File: src/hw/rtl/isl_pkg.sv
// ----------------------------------------------------------------------------
// isl_pkg: shared definitions of the indexed sequence list
// Request modes, result status codes, channel layout constants and the
// control word that the sequencer hands to every cell of the chain.
// ----------------------------------------------------------------------------
package isl_pkg;

   // Default sizes of the list.
   localparam int DefaultCapacity  = 16;
   localparam int DefaultDataWidth = 32;

   // Field widths of the request and result items.
   localparam int ModeBits   = 4;
   localparam int PosBits    = 5;
   localparam int ValueBits  = 32;
   localparam int StatusBits = 2;
   localparam int CountBits  = 5;

   // Channel widths, padded to whole bytes.
   localparam int ReqDataBits = 40;
   localparam int RspDataBits = 104;

   // Request modes.
   localparam logic [ModeBits-1:0] MODE_PUSH_BACK  = 4'd0;
   localparam logic [ModeBits-1:0] MODE_PUSH_FRONT = 4'd1;
   localparam logic [ModeBits-1:0] MODE_INSERT     = 4'd2;
   localparam logic [ModeBits-1:0] MODE_POP_BACK   = 4'd3;
   localparam logic [ModeBits-1:0] MODE_POP_FRONT  = 4'd4;
   localparam logic [ModeBits-1:0] MODE_REMOVE     = 4'd5;
   localparam logic [ModeBits-1:0] MODE_READ       = 4'd6;
   localparam logic [ModeBits-1:0] MODE_WRITE      = 4'd7;
   localparam logic [ModeBits-1:0] MODE_CLEAR      = 4'd8;

   // Result status codes.
   localparam logic [StatusBits-1:0] STATUS_OK    = 2'd0;
   localparam logic [StatusBits-1:0] STATUS_RANGE = 2'd1;
   localparam logic [StatusBits-1:0] STATUS_EMPTY = 2'd2;
   localparam logic [StatusBits-1:0] STATUS_FULL  = 2'd3;

   // What each cell does with its element on an accepted item.
   typedef enum logic [1:0] {
      CELL_HOLD,
      CELL_INSERT,
      CELL_REMOVE,
      CELL_WRITE
   } cell_op_type;

   // Control word broadcast to the cell chain.
   typedef struct packed {
      cell_op_type op;     // element update
      logic        load;   // copy next elements into the readout line
      logic        shift;  // move the readout line one cell toward the front
   } cell_ctrl_type;

   // Sequencer states.
   typedef enum logic [1:0] {
      SEQ_IDLE,
      SEQ_SWEEP,
      SEQ_DONE
   } seq_state_type;

endpackage

File: src/hw/rtl/isl_cell.sv
// ----------------------------------------------------------------------------
// isl_cell: one place of the list
// Holds one element and one readout tap. On insert, remove or write the
// element takes its left neighbor, its right neighbor or the new value; the
// tap line copies all elements and then walks them toward the front.
// ----------------------------------------------------------------------------
module isl_cell #(
   parameter int DATA_WIDTH = isl_pkg::DefaultDataWidth,
   parameter int CNT_WIDTH  = 5,
   parameter int INDEX      = 0
) (
   input  logic                   clock,
   input  isl_pkg::cell_ctrl_type ctrl,
   input  logic [CNT_WIDTH-1:0]   pos,
   input  logic [DATA_WIDTH-1:0]  value,
   input  logic [DATA_WIDTH-1:0]  left_data,
   input  logic [DATA_WIDTH-1:0]  right_data,
   input  logic [DATA_WIDTH-1:0]  right_tap,
   output logic [DATA_WIDTH-1:0]  data,
   output logic [DATA_WIDTH-1:0]  tap
);
   import isl_pkg::*;

   localparam logic [CNT_WIDTH-1:0] Idx = CNT_WIDTH'(INDEX);

   logic [DATA_WIDTH-1:0] data_ff, data_in;
   logic [DATA_WIDTH-1:0] tap_ff, tap_in;

   // Element update for the accepted item.
   always_comb begin
      data_in = data_ff;
      case (ctrl.op)
         CELL_INSERT: begin
            if (Idx == pos) begin
               data_in = value;
            end else if (Idx > pos) begin
               data_in = left_data;
            end
         end
         CELL_REMOVE: begin
            if (Idx >= pos) begin
               data_in = right_data;
            end
         end
         CELL_WRITE: begin
            if (Idx == pos) begin
               data_in = value;
            end
         end
         default: begin
            data_in = data_ff;
         end
      endcase
   end

   // Readout tap: loaded with the new element, then shifted toward the front.
   always_comb begin
      if (ctrl.load) begin
         tap_in = data_in;
      end else if (ctrl.shift) begin
         tap_in = right_tap;
      end else begin
         tap_in = tap_ff;
      end
   end

   always_ff @(posedge clock) begin
      data_ff <= data_in;
      tap_ff  <= tap_in;
   end

   assign data = data_ff;
   assign tap  = tap_ff;

endmodule

File: src/hw/rtl/isl_ctrl.sv
// ----------------------------------------------------------------------------
// isl_ctrl: request decoder and sequencer of the list
// Checks each request against the element count, drives the cell chain,
// collects front, back and read values from the readout line and holds the
// result item in an output register.
// ----------------------------------------------------------------------------
module isl_ctrl #(
   parameter int CAPACITY   = isl_pkg::DefaultCapacity,
   parameter int DATA_WIDTH = isl_pkg::DefaultDataWidth,
   parameter int CNT_WIDTH  = $clog2(CAPACITY + 1)
) (
   input  logic                             clock,
   input  logic                             reset,
   input  logic                             req_tvalid,
   output logic                             req_tready,
   input  logic [isl_pkg::ReqDataBits-1:0]  req_tdata,
   input  logic [isl_pkg::ModeBits-1:0]     req_tuser,
   output logic                             rsp_tvalid,
   input  logic                             rsp_tready,
   output logic [isl_pkg::RspDataBits-1:0]  rsp_tdata,
   input  logic [DATA_WIDTH-1:0]            front_tap,
   output isl_pkg::cell_ctrl_type           cell_ctrl,
   output logic [CNT_WIDTH-1:0]             cell_pos,
   output logic [DATA_WIDTH-1:0]            cell_value
);
   import isl_pkg::*;

   localparam logic [CNT_WIDTH-1:0] Cap = CNT_WIDTH'(CAPACITY);
   localparam int WideBits = CNT_WIDTH + PosBits;

   // Request fields.
   logic [PosBits-1:0]          req_position;
   logic [ValueBits-1:0]        req_value;
   logic [DATA_WIDTH+31:0]      value_ext;
   logic [WideBits-1:0]         pos_wide;
   logic [WideBits-1:0]         count_wide;
   logic                        accept;

   // Decoded request.
   logic [StatusBits-1:0]       dec_status;
   cell_op_type                 dec_op;
   logic [CNT_WIDTH-1:0]        dec_pos;
   logic [CNT_WIDTH-1:0]        dec_count;
   logic                        dec_read;

   // Sequencer and result registers.
   seq_state_type               state_ff, state_in;
   logic [CNT_WIDTH-1:0]        count_ff, count_in;
   logic [CNT_WIDTH-1:0]        step_ff, step_in;
   logic [CNT_WIDTH-1:0]        last_ff, last_in;
   logic [CNT_WIDTH-1:0]        pos_ff, pos_in;
   logic                        read_ff, read_in;
   logic [StatusBits-1:0]       status_ff, status_in;
   logic [DATA_WIDTH-1:0]       rd_ff, rd_in;
   logic [DATA_WIDTH-1:0]       front_ff, front_in;
   logic [DATA_WIDTH-1:0]       back_ff, back_in;
   logic                        rsp_valid_ff, rsp_valid_in;
   logic [RspDataBits-1:0]      rsp_data_ff, rsp_data_in;

   // Result fields at their port widths.
   logic [DATA_WIDTH+31:0]      rd_ext, front_ext, back_ext;
   logic [CNT_WIDTH+CountBits-1:0] count_ext;

   assign req_position = req_tdata[PosBits-1:0];
   assign req_value    = req_tdata[PosBits+ValueBits-1:PosBits];
   assign value_ext    = {{DATA_WIDTH{1'b0}}, req_value};
   assign cell_value   = value_ext[DATA_WIDTH-1:0];
   assign pos_wide     = {{CNT_WIDTH{1'b0}}, req_position};
   assign count_wide   = {{PosBits{1'b0}}, count_ff};

   assign req_tready = (state_ff == SEQ_IDLE);
   assign accept     = req_tvalid && req_tready;

   // Request checks against the current element count.
   always_comb begin
      dec_status = STATUS_OK;
      dec_op     = CELL_HOLD;
      dec_pos    = pos_wide[CNT_WIDTH-1:0];
      dec_count  = count_ff;
      dec_read   = 1'b0;
      case (req_tuser)
         MODE_PUSH_BACK: begin
            if (count_ff == Cap) begin
               dec_status = STATUS_FULL;
            end else begin
               dec_op    = CELL_WRITE;
               dec_pos   = count_ff;
               dec_count = count_ff + CNT_WIDTH'(1);
            end
         end
         MODE_PUSH_FRONT: begin
            if (count_ff == Cap) begin
               dec_status = STATUS_FULL;
            end else begin
               dec_op    = CELL_INSERT;
               dec_pos   = '0;
               dec_count = count_ff + CNT_WIDTH'(1);
            end
         end
         MODE_INSERT: begin
            if (pos_wide > count_wide) begin
               dec_status = STATUS_RANGE;
            end else if (count_ff == Cap) begin
               dec_status = STATUS_FULL;
            end else begin
               dec_op    = CELL_INSERT;
               dec_count = count_ff + CNT_WIDTH'(1);
            end
         end
         MODE_POP_BACK: begin
            if (count_ff == '0) begin
               dec_status = STATUS_EMPTY;
            end else begin
               dec_count = count_ff - CNT_WIDTH'(1);
            end
         end
         MODE_POP_FRONT: begin
            if (count_ff == '0) begin
               dec_status = STATUS_EMPTY;
            end else begin
               dec_op    = CELL_REMOVE;
               dec_pos   = '0;
               dec_count = count_ff - CNT_WIDTH'(1);
            end
         end
         MODE_REMOVE: begin
            if (pos_wide >= count_wide) begin
               dec_status = STATUS_RANGE;
            end else begin
               dec_op    = CELL_REMOVE;
               dec_count = count_ff - CNT_WIDTH'(1);
            end
         end
         MODE_READ: begin
            if (pos_wide >= count_wide) begin
               dec_status = STATUS_RANGE;
            end else begin
               dec_read = 1'b1;
            end
         end
         MODE_WRITE: begin
            if (pos_wide >= count_wide) begin
               dec_status = STATUS_RANGE;
            end else begin
               dec_op = CELL_WRITE;
            end
         end
         MODE_CLEAR: begin
            dec_count = '0;
         end
         default: begin
            dec_status = STATUS_OK;
         end
      endcase
   end

   // Cell chain control: update on accept, walk the taps during the sweep.
   always_comb begin
      cell_ctrl.op    = accept ? dec_op : CELL_HOLD;
      cell_ctrl.load  = accept;
      cell_ctrl.shift = (state_ff == SEQ_SWEEP);
      cell_pos        = dec_pos;
   end

   // Result fields in port widths.
   assign rd_ext    = {32'b0, rd_ff};
   assign front_ext = {32'b0, front_ff};
   assign back_ext  = {32'b0, back_ff};
   assign count_ext = {{CountBits{1'b0}}, count_ff};

   // Sequencer: next state, value capture and output register.
   always_comb begin
      state_in     = state_ff;
      count_in     = count_ff;
      step_in      = step_ff;
      last_in      = last_ff;
      pos_in       = pos_ff;
      read_in      = read_ff;
      status_in    = status_ff;
      rd_in        = rd_ff;
      front_in     = front_ff;
      back_in      = back_ff;
      rsp_valid_in = rsp_valid_ff && !rsp_tready;
      rsp_data_in  = rsp_data_ff;
      case (state_ff)
         SEQ_IDLE: begin
            if (accept) begin
               count_in  = dec_count;
               step_in   = '0;
               last_in   = dec_count - CNT_WIDTH'(1);
               pos_in    = dec_pos;
               read_in   = dec_read;
               status_in = dec_status;
               rd_in     = '0;
               front_in  = '0;
               back_in   = '0;
               state_in  = (dec_count == '0) ? SEQ_DONE : SEQ_SWEEP;
            end
         end
         SEQ_SWEEP: begin
            // The tap at the front holds the element at place step_ff.
            if (step_ff == '0) begin
               front_in = front_tap;
            end
            if (read_ff && (step_ff == pos_ff)) begin
               rd_in = front_tap;
            end
            if (step_ff == last_ff) begin
               back_in  = front_tap;
               state_in = SEQ_DONE;
            end else begin
               step_in = step_ff + CNT_WIDTH'(1);
            end
         end
         SEQ_DONE: begin
            if (!rsp_valid_ff || rsp_tready) begin
               rsp_valid_in = 1'b1;
               rsp_data_in  = {1'b0, back_ext[31:0], front_ext[31:0],
                               count_ext[CountBits-1:0], status_ff, rd_ext[31:0]};
               state_in     = SEQ_IDLE;
            end
         end
         default: begin
            state_in = SEQ_IDLE;
         end
      endcase
   end

   // Control registers.
   always_ff @(posedge clock) begin
      if (reset) begin
         state_ff     <= SEQ_IDLE;
         count_ff     <= '0;
         rsp_valid_ff <= 1'b0;
      end else begin
         state_ff     <= state_in;
         count_ff     <= count_in;
         rsp_valid_ff <= rsp_valid_in;
      end
   end

   // Payload registers.
   always_ff @(posedge clock) begin
      step_ff     <= step_in;
      last_ff     <= last_in;
      pos_ff      <= pos_in;
      read_ff     <= read_in;
      status_ff   <= status_in;
      rd_ff       <= rd_in;
      front_ff    <= front_in;
      back_ff     <= back_in;
      rsp_data_ff <= rsp_data_in;
   end

   assign rsp_tvalid = rsp_valid_ff;
   assign rsp_tdata  = rsp_data_ff;

endmodule

File: src/hw/rtl/indexed_sequence_list.sv
// ----------------------------------------------------------------------------
// indexed_sequence_list: ordered list engine built as a chain of cells
// Push, pop, insert, remove, read, write and clear on a list of up to
// CAPACITY values, one result item for every request item.
// ----------------------------------------------------------------------------
// Usage:
//   The req channel takes one request item: req_tuser carries the mode and
//   req_tdata the position and value. The rsp channel returns one result
//   item with the read value, status, count and front and back values.
//   An accepted request updates every cell of the chain in that same cycle:
//   insert and remove shift all later elements by one place at once. The
//   chain then copies the elements into a readout line that walks toward
//   the front, one place a cycle, until the back element has passed.
//   Once the back element has reached the front, the result is loaded into
//   the output register; a request that leaves the list empty skips the
//   walk. The next request is taken from the cycle after the result is
//   loaded, so the walk of the readout line sets the pace of the items.
//   The result sits in an output register; a new request is accepted while
//   it waits, and a stalled receiver holds that request's result back until
//   the register frees. Reset empties the list and drops any pending result.
// ----------------------------------------------------------------------------
module indexed_sequence_list #(
   parameter int CAPACITY   = isl_pkg::DefaultCapacity,
   parameter int DATA_WIDTH = isl_pkg::DefaultDataWidth
) (
   input  logic                             clock,
   input  logic                             reset,
   input  logic                             req_tvalid,
   output logic                             req_tready,
   // position [4:0], value [36:5], zero [39:37]
   input  logic [isl_pkg::ReqDataBits-1:0]  req_tdata,
   // mode [3:0]
   input  logic [isl_pkg::ModeBits-1:0]     req_tuser,
   output logic                             rsp_tvalid,
   input  logic                             rsp_tready,
   // read_value [31:0], status [33:32], count [38:34], front_value [70:39],
   // back_value [102:71], zero [103]
   output logic [isl_pkg::RspDataBits-1:0]  rsp_tdata
);
   import isl_pkg::*;

   localparam int CntWidth = $clog2(CAPACITY + 1);

   cell_ctrl_type          cell_ctrl;
   logic [CntWidth-1:0]    cell_pos;
   logic [DATA_WIDTH-1:0]  cell_value;
   logic [DATA_WIDTH-1:0]  data_w [CAPACITY];
   logic [DATA_WIDTH-1:0]  tap_w  [CAPACITY];

   // Decoder and sequencer.
   isl_ctrl #(
      .CAPACITY   (CAPACITY),
      .DATA_WIDTH (DATA_WIDTH),
      .CNT_WIDTH  (CntWidth)
   ) u_ctrl (
      .clock      (clock),
      .reset      (reset),
      .req_tvalid (req_tvalid),
      .req_tready (req_tready),
      .req_tdata  (req_tdata),
      .req_tuser  (req_tuser),
      .rsp_tvalid (rsp_tvalid),
      .rsp_tready (rsp_tready),
      .rsp_tdata  (rsp_tdata),
      .front_tap  (tap_w[0]),
      .cell_ctrl  (cell_ctrl),
      .cell_pos   (cell_pos),
      .cell_value (cell_value)
   );

   // Chain of cells, place 0 being the front of the list.
   for (genvar i = 0; i < CAPACITY; i++) begin : g_cell
      logic [DATA_WIDTH-1:0] left_data;
      logic [DATA_WIDTH-1:0] right_data;
      logic [DATA_WIDTH-1:0] right_tap;

      if (i == 0) begin : g_front
         assign left_data = cell_value;
      end else begin : g_inner_left
         assign left_data = data_w[i-1];
      end

      if (i == CAPACITY - 1) begin : g_back
         assign right_data = '0;
         assign right_tap  = '0;
      end else begin : g_inner_right
         assign right_data = data_w[i+1];
         assign right_tap  = tap_w[i+1];
      end

      isl_cell #(
         .DATA_WIDTH (DATA_WIDTH),
         .CNT_WIDTH  (CntWidth),
         .INDEX      (i)
      ) u_cell (
         .clock      (clock),
         .ctrl       (cell_ctrl),
         .pos        (cell_pos),
         .value      (cell_value),
         .left_data  (left_data),
         .right_data (right_data),
         .right_tap  (right_tap),
         .data       (data_w[i]),
         .tap        (tap_w[i])
      );
   end

endmodule

File: config.mk
export PLATFORM = sky130hd
export DESIGN_NAME = indexed_sequence_list
export DESIGN_NICKNAME = d
export VERILOG_FILES = /design/src/hw/rtl/isl_pkg.sv /design/src/hw/rtl/isl_cell.sv /design/src/hw/rtl/isl_ctrl.sv /design/src/hw/rtl/indexed_sequence_list.sv
export SDC_FILE = /design/constraint.sdc
export NUM_CORES = 2
export LEC_CHECK = 0
export BUFFER_PORTS_ARGS = -buffer_cell sky130_fd_sc_hd__clkbuf_2
export CELL_PAD_IN_SITES_DETAIL_PLACEMENT = 1
export CELL_PAD_IN_SITES_GLOBAL_PLACEMENT = 2
export CORE_MARGIN = 2
export CORE_UTILIZATION = 38
export DETAILED_ROUTE_END_ITERATION = 8
export GPL_ROUTABILITY_DRIVEN = 0
export PLACE_DENSITY = 0.87
export SETUP_SLACK_MARGIN = 0.5
export SLEW_MARGIN = 20
export SYNTH_ARGS = -nofsm -noshare
export SYNTH_HDL_FRONTEND = slang
export SYNTH_SLANG_ARGS = --single-unit
File: constraint.sdc
create_clock -name clock -period 27.8 [get_ports clock]
set_input_delay 1.39 -clock clock [delete_from_list [all_inputs] [get_ports clock]]
set_output_delay 1.39 -clock clock [all_outputs]
set_load 0.02 [all_outputs]
==> reports/qor.txt <==
Residual DRC = 0
critical path class = input port to register
Root Driver = clkbuf_16
Seq cells post-synth = 1249
Core Area = 0.154 sq mm
Synthesized Nets = 5748
CP startpoint kind = input port
die width = 397 um
Final setup viols = 0
Req. time, crit path = 28310 ps
# resized after CTS = 0
DR pass1 iterations = 6
TritonCTS clock tree = yes
CTS Buffer Depth = 3
slew margin rel. = 24.3%
Final min period = 6140 ps
Fmax achieved = 163 MHz
r2r setup slk = 21710 ps
post-CTS setup buffer count = 0
via count = 47500
Synth async-reset ratio = 0%
Leak Pwr = 24.0 nW
Reg clk slew, reported paths = 60 ps
# nets final = 5609
IO Port Bufs = 149
period utilization = 22.1%
clk_skew = 20.5 ps
Worst Tran Pin Value = 1130 ps
outcome = finished, final reports clean
PwrDens = 94.1 mW/mm^2
die height = 397 um
Inserted Clock Buffers = 141
CTS Hold Bufs = 0
total track usage = 24.9%
Cells after Synth = 5688
endpoint type of the worst setup path = register
distinct cell type count after synthesis = 88
share of layout cells above drive strength 1 = 16.9%
final slew viol count = 0
remaining global-route overflow = 0
Num Clock Sinks = 1249
# H-tree levels = 4
synth top area cells = edfxtp_1, dfxtp_1, mux2_2, o21ai_0, nor2_1
setup total negative slack = 0 ps
Syn Std Cell Area = 0.0588 sq mm
prevailing post-synth register cell = edfxtp_1
area grow syn2layout = 12.1%
final hold violations = 0
worst skew pair latency = 780 ps
most common cell after layout, fill and taps aside = edfxtp_1
initial drt markers = 4246
Ports = 154
first-pass GRT wire length = 307000 um
Routed WL = 201000 um
Max-Cap Viols = 0
vias per cell = 6.15
warnings from Yosys = 0
RSZ-0062 raised after global routing = false
Peak supply drop = 0.0740 mV
post-detailed-route count of antenna-violating nets = 0
wire per inst = 26.0 um
CP Max Fanout = 42
vias in the first global route = 48600
antenna violations before repair = 6
worst min path class = register to register
Post-synth EDFFs = 729
fin util = 42.9%
Seq/Total Area, Yosys = 54.9%
post-synth top area cell = edfxtp_1
Die ar. = 0.158 sq mm
Initial Util = 38.2%
crit path DAT = 6660 ps
Pwr Total = 6.21 mW
synthesized area per cell = 10.3 sq um
pin count of the biggest net entering global routing = 158
area share of the largest cell type after synthesis = 37.2%
row count = 144
most frequent cells in the layout = edfxtp_1, o21ai_0, nor2_1
Detailed Place HPWL = 125000 um
-- per-layer routing --
metal / track usage [%] / wire length (um) / vias up
met5: 0 / 0 / -
li1: - / - / 21300
met3: 3.71 / 12700 / 371
met4: 10.0 / 7280 / 0
met1: 32.6 / 85300 / 24000
met2: 41.1 / 95600 / 1817
-- final timing paths --
kind	startpoint	endpoint	cells after the start
setup / recovery	req_tuser[1]	g_cell[10].u_cell.tap[26]$_DFFE_PP_	14
hold / removal	u_ctrl.rd_ff[29]$_DFFE_PP_	u_ctrl.rsp_tdata[29]$_DFFE_PP_	0
setup reg to reg	u_ctrl.count_ff[1]$_SDFFE_PP0P_	g_cell[10].u_cell.tap[26]$_DFFE_PP_	15
hold reg to reg	u_ctrl.rd_ff[29]$_DFFE_PP_	u_ctrl.rsp_tdata[29]$_DFFE_PP_	0
-- final cells by class --
type,count,area (sq um)
clock inverter,72,722
tap,2044,2560
fill,16900,87900
inverter,55,216
multi-input combinational,3841,24600
timing repair buffer,261,1640
sequential,1249,32300
clock buffer,192,3900
antenna,3,7.51
-- metrics by stage --
stage,hold WS (ps),instance area (sq um),worst slack [ps],cells
3_5_place_dp,406,61300,20660,7450
3_3_place_gp,400,61300,20860,7449
4_1_cts,405,65900,21450,7714
6_report,413,66000,21660,7717
2_1_floorplan,400,58800,1360,5688
5_1_grt,411,66000,21490,7717
-- registers in the layout, indices dropped and copies added, names as in the netlist --
register,flops
g_cell.u_cell.data,512
g_cell.u_cell.tap,512
u_ctrl.back_ff,32
u_ctrl.count_ff,5
u_ctrl.front_ff,32
u_ctrl.last_ff,5
u_ctrl.pos_ff,5
u_ctrl.rd_ff,32
u_ctrl.read_ff,1
u_ctrl.rsp_tdata,103
u_ctrl.rsp_tvalid,1
u_ctrl.state_ff,2
u_ctrl.status_ff,2
u_ctrl.step_ff,5
-- synth_stat cells, types with 13 or more instances --
cell         n
edfxtp_1   729
o21ai_0    717
nor2_1     672
dfxtp_1    520
clkbuf_1   452
nand2_1    384
mux2_2     369
a21oi_1    350
a22oi_1    159
o22a_1     119
o221ai_1   117
o22ai_1     86
a221o_1     84
a31oi_1     72
o31ai_1     60
o21a_1      59
buf_2       57
a2bb2oi_1   53
inv_1       50
and2_1      49
a22o_1      40
a211oi_1    38
nor3_1      38
a222oi_1    37
a221oi_1    36
buf_1       29
o2bb2ai_1   29
o21ai_1     28
nand3_1     25
a2111oi_0   21
nand2b_1    18
a21o_1      17
o211ai_1    17
a32oi_1     13
-- cell families (layout without fill, tap and decap cells) --
kind of cell,after synthesis,after routing,share of synthesized area (%)
compound gates,2196,2196,24.7
buf+inv,598,580,4.00
xor+xnor,17,17,0.253
fa+ha+maj,12,12,0.255
flops,1249,1249,54.9
other cells,1,4,0.00638
mux,378,378,7.22
simple gates,1237,1237,8.67
-- critical path, stage by stage --
cell,delay (ps)
clkbuf_2,300
nor4_1,620
a31o_2,310
nand3_1,610
inv_2,170
buf_4,610
nand2_1,170
buf_4,400
nor2_2,160
buf_4,400
nand2_2,500
o2bb2ai_1,410
a21oi_1,130
mux2_2,290
-- power breakdown --
group	switching (mW)	internal (mW)
Sequential	0.289	2.73
Combinational	0.813	0.499
Clock	0.796	1.08
Total	1.90	4.31
No activity file was read; power rests on OpenSTA's default activity.
